File: src/rtl/dssf_pkg.sv
// Shared types, constants and the segment table of the seven-segment framer.
`default_nettype none

package dssf_pkg;

  localparam int unsigned FifoDepth = 4;
  localparam int unsigned FifoPtrW  = $clog2(FifoDepth);
  localparam int unsigned FifoCntW  = $clog2(FifoDepth + 1);

  localparam logic [7:0] CmdData = 8'h40;
  localparam logic [7:0] CmdAddr = 8'hC0;
  localparam logic [7:0] CmdCtrl = 8'h80;

  localparam logic [2:0] MaxDigits = 3'd4;

  localparam logic [13:0] PlaceThousand = 14'd1000;
  localparam logic [9:0]  PlaceHundred  = 10'd100;
  localparam logic [6:0]  PlaceTen      = 7'd10;

  localparam logic CfgDisplayControl = 1'b0;
  localparam logic CfgColonEnable    = 1'b1;

  typedef struct packed {
    logic [13:0] number_value;
    logic [7:0]  dot_mask;
    logic        show_leading_zeros;
    logic [2:0]  digit_count;
    logic [1:0]  start_position;
  } in_item_t;

  typedef struct packed {
    logic [7:0] frame_byte;
    logic       frame_start;
    logic       frame_stop;
    logic       last;
  } out_item_t;

  typedef struct packed {
    logic [3:0][7:0] seg;
    logic [2:0]      count;
    logic [1:0]      pos;
  } frame_rec_t;

  typedef struct packed {
    logic                valid;
    logic [FifoCntW-1:0] count;
  } fifo_stat_t;

  function automatic logic [7:0] seg_encode(input logic [3:0] digit);
    logic [7:0] seg;
    unique case (digit)
      4'h0: seg = 8'h3F;
      4'h1: seg = 8'h06;
      4'h2: seg = 8'h5B;
      4'h3: seg = 8'h4F;
      4'h4: seg = 8'h66;
      4'h5: seg = 8'h6D;
      4'h6: seg = 8'h7D;
      4'h7: seg = 8'h07;
      4'h8: seg = 8'h7F;
      4'h9: seg = 8'h6F;
      4'hA: seg = 8'h77;
      4'hB: seg = 8'h7C;
      4'hC: seg = 8'h39;
      4'hD: seg = 8'h5E;
      4'hE: seg = 8'h79;
      4'hF: seg = 8'h71;
      default: seg = 8'h00;
    endcase
    return seg;
  endfunction

endpackage

`default_nettype wire

File: src/rtl/dssf_front.sv
// Front end: takes requests, splits the number into digits and builds the segment record.
`default_nettype none

module dssf_front import dssf_pkg::*; (
  input  wire logic       clk_i,
  input  wire logic       rst_ni,
  input  wire logic       push,
  output logic            full,
  input  wire in_item_t   in_data_i,
  input  wire logic       colon_en_i,
  input  wire fifo_stat_t fifo_stat_i,
  output logic            rec_wr_o,
  output frame_rec_t      rec_o
);

  logic       v0_q, v1_q, v2_q;
  in_item_t   s0_q;
  logic [7:0] dots1_q, dots2_q;
  logic       zeros1_q, zeros2_q;
  logic [2:0] cnt1_q, cnt2_q;
  logic [1:0] pos1_q, pos2_q;
  logic [4:0] th1_q, th2_q;
  logic [9:0] rem1_q;
  logic [3:0] hu2_q;
  logic [6:0] rem2_q;

  logic [13:0] th_r;
  logic [4:0]  th_d;
  logic [9:0]  hu_r;
  logic [3:0]  hu_d;
  logic [6:0]  te_r;
  logic [3:0]  te_d;
  logic [2:0]  cnt_sat;
  logic [2:0]  inflight;
  logic [2:0]  used;
  logic        accept;
  logic        z0, z1, z2;
  logic        blank0, blank1, blank2;
  logic [7:0]  seg0, seg1, seg2, seg3;

  assign inflight = 3'(v0_q) + 3'(v1_q) + 3'(v2_q);
  assign used     = 3'(fifo_stat_i.count) + inflight;
  assign full     = (used >= 3'(FifoDepth));
  assign accept   = push && !full;

  assign cnt_sat = (s0_q.digit_count > MaxDigits) ? MaxDigits : s0_q.digit_count;

  always_comb begin
    th_r = s0_q.number_value;
    th_d = '0;
    for (int i = 4; i >= 0; i--) begin
      if (th_r >= (PlaceThousand << i)) begin
        th_r    = th_r - (PlaceThousand << i);
        th_d[i] = 1'b1;
      end
    end
  end

  always_comb begin
    hu_r = rem1_q;
    hu_d = '0;
    for (int i = 3; i >= 0; i--) begin
      if (hu_r >= (PlaceHundred << i)) begin
        hu_r    = hu_r - (PlaceHundred << i);
        hu_d[i] = 1'b1;
      end
    end
  end

  always_comb begin
    te_r = rem2_q;
    te_d = '0;
    for (int i = 3; i >= 0; i--) begin
      if (te_r >= (PlaceTen << i)) begin
        te_r    = te_r - (PlaceTen << i);
        te_d[i] = 1'b1;
      end
    end
  end

  assign z0     = (th2_q == 5'd0);
  assign z1     = (hu2_q == 4'd0);
  assign z2     = (te_d == 4'd0);
  assign blank0 = !zeros2_q && z0;
  assign blank1 = !zeros2_q && z0 && z1;
  assign blank2 = !zeros2_q && z0 && z1 && z2;

  assign seg0 = (blank0 ? 8'h00 : seg_encode(th2_q[3:0])) | {dots2_q[7], 7'b0};
  assign seg1 = (blank1 ? 8'h00 : seg_encode(hu2_q)) | {dots2_q[6], 7'b0}
              | {(colon_en_i && (cnt2_q == MaxDigits) && (pos2_q == 2'd0)), 7'b0};
  assign seg2 = (blank2 ? 8'h00 : seg_encode(te_d)) | {dots2_q[5], 7'b0};
  assign seg3 = seg_encode(te_r[3:0]) | {dots2_q[4], 7'b0};

  assign rec_wr_o  = v2_q;
  assign rec_o.seg = {seg3, seg2, seg1, seg0};
  assign rec_o.count = cnt2_q;
  assign rec_o.pos   = pos2_q;

  always_ff @(posedge clk_i or negedge rst_ni) begin
    if (!rst_ni) begin
      v0_q <= 1'b0;
      v1_q <= 1'b0;
      v2_q <= 1'b0;
    end else begin
      v0_q <= accept;
      v1_q <= v0_q;
      v2_q <= v1_q;
    end
  end

  always_ff @(posedge clk_i) begin
    if (accept) begin
      s0_q <= in_data_i;
    end
    dots1_q  <= s0_q.dot_mask;
    zeros1_q <= s0_q.show_leading_zeros;
    cnt1_q   <= cnt_sat;
    pos1_q   <= s0_q.start_position;
    th1_q    <= th_d;
    rem1_q   <= th_r[9:0];
    dots2_q  <= dots1_q;
    zeros2_q <= zeros1_q;
    cnt2_q   <= cnt1_q;
    pos2_q   <= pos1_q;
    th2_q    <= th1_q;
    hu2_q    <= hu_d;
    rem2_q   <= hu_r[6:0];
  end

endmodule

`default_nettype wire

File: src/rtl/dssf_fifo.sv
// Short record queue between the digit front end and the byte sequencer.
`default_nettype none

module dssf_fifo import dssf_pkg::*; (
  input  wire logic       clk_i,
  input  wire logic       rst_ni,
  input  wire logic       wr_i,
  input  wire frame_rec_t wr_data_i,
  input  wire logic       rd_i,
  output frame_rec_t      rd_data_o,
  output fifo_stat_t      stat_o
);

  frame_rec_t          mem [FifoDepth];
  logic [FifoPtrW-1:0] wr_ptr_q, rd_ptr_q;
  logic [FifoCntW-1:0] cnt_q;

  assign rd_data_o    = mem[rd_ptr_q];
  assign stat_o.valid = (cnt_q != '0);
  assign stat_o.count = cnt_q;

  always_ff @(posedge clk_i) begin
    if (wr_i) begin
      mem[wr_ptr_q] <= wr_data_i;
    end
  end

  always_ff @(posedge clk_i or negedge rst_ni) begin
    if (!rst_ni) begin
      wr_ptr_q <= '0;
      rd_ptr_q <= '0;
      cnt_q    <= '0;
    end else begin
      if (wr_i) begin
        wr_ptr_q <= wr_ptr_q + 1'b1;
      end
      if (rd_i) begin
        rd_ptr_q <= rd_ptr_q + 1'b1;
      end
      if (wr_i && !rd_i) begin
        cnt_q <= cnt_q + 1'b1;
      end else if (rd_i && !wr_i) begin
        cnt_q <= cnt_q - 1'b1;
      end
    end
  end

`ifndef SYNTHESIS
  assert property (@(posedge clk_i) disable iff (!rst_ni)
    cnt_q <= FifoCntW'(FifoDepth))
    else $error("record queue count exceeds its depth");
  assert property (@(posedge clk_i) disable iff (!rst_ni)
    !(wr_i && !rd_i && (cnt_q == FifoCntW'(FifoDepth))))
    else $error("record queue written while full");
  assert property (@(posedge clk_i) disable iff (!rst_ni)
    !(rd_i && (cnt_q == '0)))
    else $error("record queue read while empty");
`endif

endmodule

`default_nettype wire

File: src/rtl/dssf_back.sv
// Back end: walks one record and emits its frame bytes through an output register.
`default_nettype none

module dssf_back import dssf_pkg::*; (
  input  wire logic       clk_i,
  input  wire logic       rst_ni,
  input  wire fifo_stat_t fifo_stat_i,
  input  wire frame_rec_t rec_i,
  output logic            rec_rd_o,
  input  wire logic [3:0] display_control_i,
  output logic            empty,
  input  wire logic       pop,
  output out_item_t       out_data_o
);

  logic [2:0] idx_q;
  logic       ov_q;
  out_item_t  out_q;

  logic       pop_out;
  logic       load;
  logic [2:0] last_idx;
  logic [2:0] dsel;
  out_item_t  item;

  assign pop_out  = pop && ov_q;
  assign load     = fifo_stat_i.valid && (!ov_q || pop_out);
  assign last_idx = rec_i.count + 3'd2;
  assign dsel     = idx_q + 3'd2 - rec_i.count;
  assign rec_rd_o = load && (idx_q == last_idx);

  always_comb begin
    priority if (idx_q == 3'd0) begin
      item = '{frame_byte: CmdData, frame_start: 1'b1, frame_stop: 1'b1, last: 1'b0};
    end else if (idx_q == 3'd1) begin
      item = '{frame_byte: CmdAddr | {6'b0, rec_i.pos}, frame_start: 1'b1,
               frame_stop: (rec_i.count == 3'd0), last: 1'b0};
    end else if (idx_q == last_idx) begin
      item = '{frame_byte: CmdCtrl | {4'b0, display_control_i}, frame_start: 1'b1,
               frame_stop: 1'b1, last: 1'b1};
    end else begin
      item = '{frame_byte: rec_i.seg[dsel[1:0]], frame_start: 1'b0,
               frame_stop: (idx_q == (rec_i.count + 3'd1)), last: 1'b0};
    end
  end

  assign empty      = !ov_q;
  assign out_data_o = out_q;

  always_ff @(posedge clk_i or negedge rst_ni) begin
    if (!rst_ni) begin
      idx_q <= '0;
      ov_q  <= 1'b0;
    end else begin
      if (load) begin
        ov_q  <= 1'b1;
        idx_q <= rec_rd_o ? 3'd0 : idx_q + 3'd1;
      end else if (pop_out) begin
        ov_q <= 1'b0;
      end
    end
  end

  always_ff @(posedge clk_i) begin
    if (load) begin
      out_q <= item;
    end
  end

`ifndef SYNTHESIS
  assert property (@(posedge clk_i) disable iff (!rst_ni)
    idx_q <= 3'd6)
    else $error("byte index beyond the longest frame");
  assert property (@(posedge clk_i) disable iff (!rst_ni)
    (load && (idx_q == 3'd0)) |=> (out_q.frame_byte == CmdData))
    else $error("frame did not open with the data command");
  assert property (@(posedge clk_i) disable iff (!rst_ni)
    (ov_q && !pop) |=> ov_q)
    else $error("waiting byte dropped without a transaction");
`endif

endmodule

`default_nettype wire

File: src/rtl/decimal_seven_segment_framer.sv
// Top level of the four-digit decimal seven-segment display framer.
//
//   channel  direction  handshake                  payload
//   input    in         push / full                in_data_i   (in_item_t)
//   result   out        empty / pop                out_data_o  (out_item_t)
//   config   in         cfg_valid_i / cfg_ready_o  cfg_index_i, cfg_data_i
//
// A request passes the digit pipeline registers, then waits in a four-entry queue.
// The byte sequencer emits one byte per cycle while pop is held, 3 + count bytes per
// request, so the output port sets the sustained request rate.
// Reset clears the pipeline, the queue, the sequencer and both registers; no clearing pass.
// A stalled pop holds the output register while the front takes requests until full.
`default_nettype none

module decimal_seven_segment_framer import dssf_pkg::*; (
  input  wire logic       clk_i,
  input  wire logic       rst_ni,
  input  wire logic       push,
  output logic            full,
  input  wire in_item_t   in_data_i,
  output logic            empty,
  input  wire logic       pop,
  output out_item_t       out_data_o,
  input  wire logic       cfg_valid_i,
  output logic            cfg_ready_o,
  input  wire logic       cfg_index_i,
  input  wire logic [3:0] cfg_data_i
);

  logic [3:0] display_control_q;
  logic       colon_enable_q;
  logic       rec_wr, rec_rd;
  frame_rec_t rec_wr_data, rec_rd_data;
  fifo_stat_t fifo_stat;

  assign cfg_ready_o = 1'b1;

  always_ff @(posedge clk_i or negedge rst_ni) begin
    if (!rst_ni) begin
      display_control_q <= '0;
      colon_enable_q    <= 1'b0;
    end else if (cfg_valid_i) begin
      unique case (cfg_index_i)
        CfgDisplayControl: display_control_q <= cfg_data_i;
        CfgColonEnable:    colon_enable_q    <= cfg_data_i[0];
        default: ;
      endcase
    end
  end

  dssf_front u_front (
    .clk_i       (clk_i),
    .rst_ni      (rst_ni),
    .push        (push),
    .full        (full),
    .in_data_i   (in_data_i),
    .colon_en_i  (colon_enable_q),
    .fifo_stat_i (fifo_stat),
    .rec_wr_o    (rec_wr),
    .rec_o       (rec_wr_data)
  );

  dssf_fifo u_fifo (
    .clk_i     (clk_i),
    .rst_ni    (rst_ni),
    .wr_i      (rec_wr),
    .wr_data_i (rec_wr_data),
    .rd_i      (rec_rd),
    .rd_data_o (rec_rd_data),
    .stat_o    (fifo_stat)
  );

  dssf_back u_back (
    .clk_i             (clk_i),
    .rst_ni            (rst_ni),
    .fifo_stat_i       (fifo_stat),
    .rec_i             (rec_rd_data),
    .rec_rd_o          (rec_rd),
    .display_control_i (display_control_q),
    .empty             (empty),
    .pop               (pop),
    .out_data_o        (out_data_o)
  );

endmodule

`default_nettype wire

File: config.mk
export PLATFORM = sky130hd
export DESIGN_NAME = decimal_seven_segment_framer
export DESIGN_NICKNAME = d
export VERILOG_FILES = /design/src/rtl/dssf_pkg.sv /design/src/rtl/dssf_front.sv /design/src/rtl/dssf_fifo.sv /design/src/rtl/dssf_back.sv /design/src/rtl/decimal_seven_segment_framer.sv
export SDC_FILE = /design/constraint.sdc
export NUM_CORES = 1
export LEC_CHECK = 0
export BUFFER_PORTS_ARGS = -buffer_cell sky130_fd_sc_hd__buf_4
export CAP_MARGIN = 0
export CORE_AREA = 2 2 149 151
export DETAILED_ROUTE_END_ITERATION = 8
export DIE_AREA = 0 0 151 153
export HOLD_SLACK_MARGIN = 0.15
export PLACE_DENSITY_LB_ADDON = 0.2
export SLEW_MARGIN = 20
export SYNTH_ARGS = -nofsm -noshare
export SYNTH_HDL_FRONTEND = slang
export SYNTH_SLANG_ARGS = --single-unit
File: constraint.sdc
create_clock -name clk_i -period 6.7 [get_ports clk_i]
set_clock_uncertainty 0.05 [all_clocks]
set_input_delay 0.67 -clock clk_i [delete_from_list [all_inputs] [get_ports clk_i]]
set_output_delay 0.67 -clock clk_i [all_outputs]
set_load 0.03 [all_outputs]
# Word level (Yosys, flattened, before mapping)
# Memory sizes are Yosys's and may differ from the RTL's. A register that Yosys moved wholly into a read port is not among the register bits.
# Index checks and enable logic that the tools add are counted.
# totals
out_inout_bits	14
ram_bits	148
mem_bits_ro	448
in_bits	38
regBits	117
memories	5
elab_cells	160
# op_classes
n_reduce_logical	30
bitwise	6
addsub	25
n_eq_ne	4
magnitude_cmp	16
mux	40
# memory_table
name	depth	word_bits	rd	rd_ports_with_merged_regs	write_ports	line	source
u_fifo.mem	4	37	1	0	1	dssf_fifo.sv:14	frame_rec_t mem [FifoDepth];
(no name shown)	16	7	1	0	0	dssf_pkg.sv:51	unique case (digit)
(no name shown)	16	7	1	0	0	dssf_pkg.sv:51	
(no name shown)	16	7	1	1	0	dssf_pkg.sv:51	
(no name shown)	16	7	1	1	0	dssf_pkg.sv:51	
# op_table
operator	count
14-bit two-way mux	4
10-bit two-way mux	4
8-bit OR	5
8-bit two-way mux	4
7-bit two-way mux	4
11-bit two-way mux	2
10-bit subtractor, second input constant	2
1-bit two-way mux	17
8-bit binary-select mux with 2-bit select	1
14-bit by 10-bit >= comparator with 1-bit output, second input constant	1
14-bit by 11-bit >= comparator with 1-bit output, second input constant	1
14-bit by 12-bit >= comparator with 1-bit output, second input constant	1
14-bit by 13-bit >= comparator with 1-bit output, second input constant	1
14-bit >= comparator, second input constant	1
14-bit by 11-bit subtractor with 14-bit output, second input constant	1
14-bit by 12-bit subtractor with 14-bit output, second input constant	1
14-bit by 13-bit subtractor with 14-bit output, second input constant	1
14-bit subtractor, second input constant	1
7-bit subtractor, second input constant	2
1-bit logical AND	11
10-bit >= comparator, second input constant	1
10-bit by 7-bit >= comparator with 1-bit output, second input constant	1
10-bit by 8-bit >= comparator with 1-bit output, second input constant	1
10-bit by 9-bit >= comparator with 1-bit output, second input constant	1
other kinds (38)	52

# Logic depth before layout (Yosys ltp)
# Gate-level depths: netlist of the first run.
# logic_depth
ltp_word	12
mapped_depth	26
ltp_nobuf	25

# By module
# A second synthesis of the first run with hierarchy kept.
# unflattened
hier_cells	955
hier_area_um2	12547.0
# modules_own_cells
mod	seq_area_each_um2	area_each_um2	cells_per_inst	n_inst
dssf_fifo	4619.4	5718.0	226	1
dssf_front	2097.0	5504.0	613	1
dssf_back	430.4	1111.1	102	1
decimal_seven_segment_framer	125.1	214.0	14	1

# Least setup slack after synthesis of the first run
# OpenSTA, ideal clock, no wires.
# synth_path
path_type	reg-to-reg
startpoint	register u_front.rem1_q[6]
endpoint	register (tool-made name)
period_less_slack_ns	5.855
path_stages_with_launch	26
setup_ns	0.058
path_slack_ns	0.845
path_buffers	1
t_arrival_ns	5.748
required_time_ns	6.592
path_cell_list	dfxtp_1 o311ai_0 inv_1 xnor2_1 ha_1 nand3_1 a31oi_1 o21ai_1 inv_1 clkbuf_1 xnor2_1 ha_1 a211oi_1 o21a_1 nand2_1 xnor2_1 ha_1 inv_1 a211oi_1 o31a_1 a21boi_2 inv_1 ha_1 inv_1 mux4_2 inv_1
# synth_lines
item	line	source
start: declaration	dssf_front.sv:23	logic [9:0] rem1_q;
start signal: assignment	dssf_front.sv:120	rem1_q <= th_r[9:0];

==> metrics.txt, run 1 <==
WP data arrival 6.11 ns; Area Growth Syn to Fin 12.7%; initial antenna violation count 0; Sum Neg Setup Slack 0 ns; largest net degree at the start of global routing 38; TritonRoute pass-1 iters 7; DR iter-0 viols 425; Worst Max-Slew Pin Slew 0.891 ns; crit-path max FO 10; IO Pins 52; Mapped Cells 979; total CTS buffers 27; # setup viols final 0; layout cells sized above 1 17.7%; Avg Cell Area, Syn 12.9 sq um; Post-synth EDFFs 183; Yosys reg bits 267; Max clock buf depth 3; die area 23100 sq um; worst path cell trace nor2b_1 -> a21oi_1 -> ha_1 -> or4b_2 -> a22oi_1 -> a21oi_1 -> xnor2_1 -> inv_1 -> ha_1 -> and3_1 -> o31ai_1 -> nand3_1 -> xnor2_1 -> ha_1 -> nand2_1 -> a21oi_1 -> inv_1 -> a21oi_1 -> inv_1 -> ha_1 -> o21ai_0; via count 7702; grt ovf 0; Netlist Area Pre-Place 12600 sq um; post-synth top area share 43.5%; sequential fraction of the synthesis area 57.6%; Worst setup SP type flip-flop; row count 54; outcome finished clean; CP required 6.92 ns; Max Transition Viols Final 0; Clk pin slew, worst setup/hold paths 0.06 ns; Largest stage delay, worst path 0.58 ns; Async SR Flop Fraction 7.12%; # DRC 0; Nets 1130; hpwl dp 15400 microns; core box area 21500 sq um; Clk Latency, worst-skew pair 0.54 ns; maxcap violations 0; RSZ-0062 raised after global routing no; Post-CTS Resized 0; total wire length 23500 microns; Finished Core Util 66.2%; # diodes 0; post-route minimum period 5.89 ns; syn_nets 1074; height of the die 153 microns; Initial Util 58.7%; fmax 0.170 GHz; Setup WS post-layout 0.806 ns; Yosys top cell by area edfxtp_1; DR WL/cell 17.6 microns; CTS tree yes; Synth cell types 82; CP Class flip-flop to flip-flop; first-pass GRT wire length 38200 microns; clock sinks 267; setup slack after placement 0.818 ns; total global-route track usage 20.9%; vias per cell 5.76; Post-synth top flop edfxtp_1; CP max stage cell or4b_2; die width 151 microns; Final Hold Viols 0; crit share post-route 88.0%; CTS root buf clkbuf_16; vias in the first global route 7439; post-route ant nets 0; htree depth 1; Final GP Congestion 0.891; PortBufs 46; Crit. End Element flip-flop; relative slew slack 40.2%; r2r setup slk 0.81 ns; synth top area cells edfxtp_1, dfxtp_1, mux4_2; number of warnings issued by yosys 0; hold crit path type primary input to flip-flop
[worst max-delay path: cells and delay by family (launching register included)]
| kind | cells | cell delay, ns |
|---|---|---|
| AO/OA/AOI/OAI | 7 | 1.99 |
| XOR/XNOR | 2 | 0.56 |
| adder cells (fa/ha/maj) | 4 | 0.90 |
| buffers and inverters | 3 | 0.48 |
| flip-flops | 1 | 0.39 |
| AND/OR/NAND/NOR | 5 | 1.26 |
[timing repair]
item / CTS / global route
hold buffers: 1 / 0
setup buffers: 0 / 0
endpoints found under the hold margin: 19 / 0
[kinds of logic (layout without fill, tap and decap cells)]
| logic type | after synthesis | after routing | synth area share (%) |
|---|---|---|---|
| other cells | 1 | 1 | 0.0297 |
| mux | 76 | 76 | 10.6 |
| flops | 267 | 267 | 57.6 |
| fa+ha+maj | 58 | 58 | 5.79 |
| simple gates | 264 | 264 | 10.5 |
| compound gates | 180 | 180 | 9.60 |
| xor+xnor | 41 | 41 | 2.85 |
| buf+inv | 92 | 169 | 3.04 |
[final timing paths]
kind / startpoint / end / cells past startpoint
worst max-delay path: u_front.rem2_q[6] / u_fifo.mem[3][29] / 21
worst min-delay path: in_data_i[0] / u_front.s0_q[0] / 1
worst max register to register: u_front.rem2_q[6] / u_fifo.mem[3][29] / 21
worst min register to register: u_front.cnt1_q[2] / u_front.cnt2_q[2] / 0
max in group asynchronous: rst_ni / u_fifo.rd_ptr_q[0] / 2
min in group asynchronous: rst_ni / u_front.rec_wr_o / 2
[area by class of cell]
cell class | count | area, sq um
Tap cell | 280 | 350
Multi-Input combinational cell | 620 | 4970
Sequential cell | 267 | 7270
Clock buffer | 34 | 774
Timing Repair Buffer | 63 | 475
Clock inverter | 16 | 161
Inverter | 56 | 218
Fill cell | 1600 | 7260
[routing by layer]
metal | GRT usage (%) | share of wire, % | wire length [microns]
met2 | 36.2 | 51 | 12100
met5 | 0 | 0 | 0
met1 | 27.9 | 43 | 10100
met4 | 4.85 | 2.2 | 523
met3 | 3.01 | 3.6 | 840
[cells in the mapped netlist, drive strengths merged (24+ instances only)]
cell	instances
clkbuf	24
nand2	81
a21oi	51
nor3	25
mux4	45
inv	56
edfxtp	183
nor2	54
o21ai	46
dfxtp	65
ha	56
xnor2	28
[cell usage in the layout, fill, tap and decap left out, drive strengths merged, types with 25 or more instances in the layout]
cell type and n:
inv 60, edfxtp 183, nor2 54, mux4 45, o21ai 46, xnor2 28, dfxtp 65, nand2 81
clkbuf 34, nor3 25, buf 62, a21oi 51, ha 56
[registers in the layout (all words and copies together) (netlist names), 4 cells and up, named ones only]
name	count
u_front.rem1_q	10
u_front.th2_q	5
u_front.th1_q	5
u_front.rem2_q	7
u_front.dots2_q	4
display_control_q	4
u_front.s0_q	24
u_back.out_data_o	11
u_front.dots1_q	4
u_front.hu2_q	4
u_fifo.mem	148
[per-stage QoR]
stage	std cells	hold WS [ns]	cell area, sq um
2_1_floorplan	979	0.260	12600
3_3_place_gp	1285	0.260	13300
3_5_place_dp	1285	0.263	13300
4_1_cts	1336	0.224	14200
5_1_grt	1336	0.219	14200
6_report	1336	0.249	14200
Power of run 1 is left out: the tool's default activity adds up to more than one toggle a clock period on the data nets, which glitch-free logic cannot reach.
==> run 2, diff against run 1 <==
BUFFER_PORTS_ARGS = not set   (was -buffer_cell sky130_fd_sc_hd__buf_4)
CORE_AREA = 2 2 148 150   (was 2 2 149 151)
DIE_AREA = 0 0 150 152   (was 0 0 151 153)
DONT_BUFFER_PORTS = 1   (was not set)
SYNTH_HIERARCHICAL = 1   (was not set)
==> run 2 against run 1 <==
  * First-iteration DRC count grew 16%
  * Sequential share of layout area grew 2.1 points
  * Routed wire length shrank 3.4%
  * Critical path type unchanged
  * Utilization shrank 2.2 points
  * Highest routed layer unchanged
  * Register-to-register slack gained 0.49 ns
  * Non-clock buffer count shrank 55
  * Critical path depth shrank 1
==> metrics.txt, run 2 <==
TritonRoute pass-1 iters 5 (-2); hpwl dp 14600 microns (-5.2%); die area 22800 sq um (-1.3%); post-route minimum period 5.40 ns (-0.492 ns); die width 150 microns (-0.66%); Synth cell types 90 (+9.8%); IO Pins 52 (unchanged); Yosys top cell by area edfxtp_1; total CTS buffers 27 (unchanged); DR iter-0 viols 491 (+16%); via count 7360 (-4.4%); Clk pin slew, worst setup/hold paths 0.07 ns (about the same); maxcap violations 0 (unchanged); number of warnings issued by yosys 6 (+6); largest net degree at the start of global routing 38 (unchanged); commonest cells after routing, fill and taps aside edfxtp_1, dfxtp_1, nor2_1; Post-CTS Resized 0 (unchanged); # setup viols final 0 (unchanged); row count 54 (unchanged); CP max stage cell o21a_1; Crit. End Element flip-flop; Post-synth top flop edfxtp_1; Worst setup SP type flip-flop; layout cells sized above 1 14.0% (-3.7 points); first-pass GRT wire length 37000 microns (-3.1%); fmax 0.185 GHz (+9.1%); height of the die 152 microns (-0.65%); # DRC 0 (unchanged); Nets 1040 (-8.0%); hold crit path type primary input to flip-flop; Yosys reg bits 267 (unchanged); Max clock buf depth 3 (unchanged); Largest stage delay, worst path 0.56 ns (-0.02 ns); core box area 21400 sq um (-0.63%); Clk Latency, worst-skew pair 0.52 ns (-0.02 ns); most common cell after layout, fill and taps aside edfxtp_1; Final GP Congestion 0.858 (-3.7%); Mapped Cells 955 (-2.5%); most numerous cell in the Yosys netlist edfxtp_1; worst path cell trace nand2b_1 -> and2_1 -> ha_1 -> inv_1 -> a31oi_1 -> o21a_1 -> xnor2_1 -> o21ai_0 -> o311a_1 -> xnor2_1 -> ha_1 -> inv_1 -> a31o_2 -> a21oi_1 -> xnor2_1 -> inv_1 -> ha_1 -> nor2b_1 -> a21oi_1 -> o22a_1; RSZ-0062 raised after global routing no; clock sinks 267 (unchanged); CTS tree yes; Most flops, register u_fifo/mem; Sum Neg Setup Slack 0 ns (unchanged); Avg Cell Area, Syn 13.1 sq um (+1.9%); CP top delay family compound AO/OA/AOI/OAI gates; Max Transition Viols Final 0 (unchanged); Worst Max-Slew Pin Slew 0.924 ns (+0.0330 ns); Post-CTS Setup Bufs 0 (unchanged); Finished Core Util 64.1% (-2.2 points); DR WL/cell 18.1 microns (+3.0%); relative slew slack 38.4% (-1.8 points); PortBufs 0 (-100%); CP required 6.90 ns (-0.02 ns); crit share post-route 80.6% (-7.3 points); Initial Util 58.8% (about the same); outcome finished clean; vias in the first global route 7281 (-2.1%); post-route ant nets 0 (unchanged); Filler Cell Count 1634 (+2.1%); WP data arrival 5.60 ns (-0.51 ns); Post-synth EDFFs 183 (unchanged); total wire length 22700 microns (-3.4%); grt ovf 0 (unchanged); sequential fraction of the synthesis area 58.0% (+0.33 points); crit-path max FO 18 (+8); max reg flops 148 (unchanged); Netlist Area Pre-Place 12500 sq um (-0.58%); Final Hold Viols 0 (unchanged); synth top area cells edfxtp_1, dfxtp_1, mux4_2; Crit path buffers/inverters 3 (unchanged); vias per cell 5.87 (+1.9%); CTS root buf clkbuf_16; Synth top cells by count edfxtp_1, dfxtp_1, nor2_1; post-synth top area share 43.8% (+0.25 points); # diodes 0 (unchanged); Fin Hold WS 0.195 ns (-0.0540 ns); total global-route track usage 20.1% (-0.71 points); CP Class flip-flop to flip-flop; initial antenna violation count 0 (unchanged); htree depth 1 (unchanged); Async SR Flop Fraction 7.12% (unchanged); syn_nets 1042 (-3.0%); Area Growth Syn to Fin 9.01%
run 2: cell types whose count changed in the layout (fill, tap and decap cells not counted), moves of 9 or more:
cell	change
ha_1	-9
buf_4	-55
nor3_1	-14
nand2_1	-25
run 2: through the flow:
stage	instance area (sq um)	setup slack (ns)	std cells
floorplan	12500	2.20	955
global placement	12700	1.48	1203
detailed placement	12700	1.32	1203
CTS	13700	1.27	1253
global route	13700	0.788	1253
finish	13700	1.30	1253
run 2: worst reg2reg max path, delay by kind of cell, from the launching register on:
kind | cells | cell delay [ns]
adders and majority gates | 3 | 0.68
DFF | 1 | 0.42
AOI/OAI and AO/OA | 8 | 2.37
and+or+nand+nor | 3 | 0.51
xor gates and xnor gates | 3 | 0.76
buffers and inverters | 3 | 0.35
run 2: kinds of logic (layout without fill, tap and decap cells):
family          count (synthesis)  count (layout)  share of synthesized area (%)
flops                         267             267                           58.0
simple gates                  222             222                           9.11
compound gates                210             210                           11.8
buf+inv                        97             115                           3.58
mux                            74              74                           9.83
fa+ha+maj                      49              49                           5.01
xor+xnor                       35              35                           2.71
other cells                     1               1                         0.0299
run 2: layout make-up:
cell class,instances,area (sq um),share of cell area [%]
clock buffer,40,816,5.96
clock inverter,9,125,0.915
inverter,58,218,1.59
multi-input combinational,591,4830,35.3
sequential,267,7270,53.2
tap,280,350,2.56
timing repair buffer,8,62.6,0.457
run 2: repair_timing:
| item | 4_1_cts | 5_1_grt |
|---|---|---|
| hold buffers | 1 | 0 |
| endpoints found under the hold margin | 19 | 0 |
| setup endpoints to repair | 0 | 0 |
run 2: final timing paths:
kind | from | slack (ns) | to | depth (start not counted)
max reg2reg | u_front/rem2_q[6] | 1.30 | u_fifo/mem[2][34] | 20
min | in_data_i[5] | 0.19 | u_front/s0_q[5] | 0
min in group asynchronous | rst_ni | 0.66 | display_control_q[2] | 1
max in group asynchronous | rst_ni | 5.34 | u_fifo/rd_ptr_q[0] | 1
max | u_front/rem2_q[6] | 1.30 | u_fifo/mem[2][34] | 20
min reg2reg | u_front/dots1_q[4] | 0.28 | u_front/dots2_q[4] | 0
run 2: metal layers:
metal  part of all wire (%)  GRT usage [%]  vias up
met5                      0              0        -
met4                    1.2           3.59        0
met3                    4.4           2.67       26
met2                     50           35.3      174
met1                     44           27.3     3583
li1                       -              -     3577
Power of run 2 is left out for the same reason.
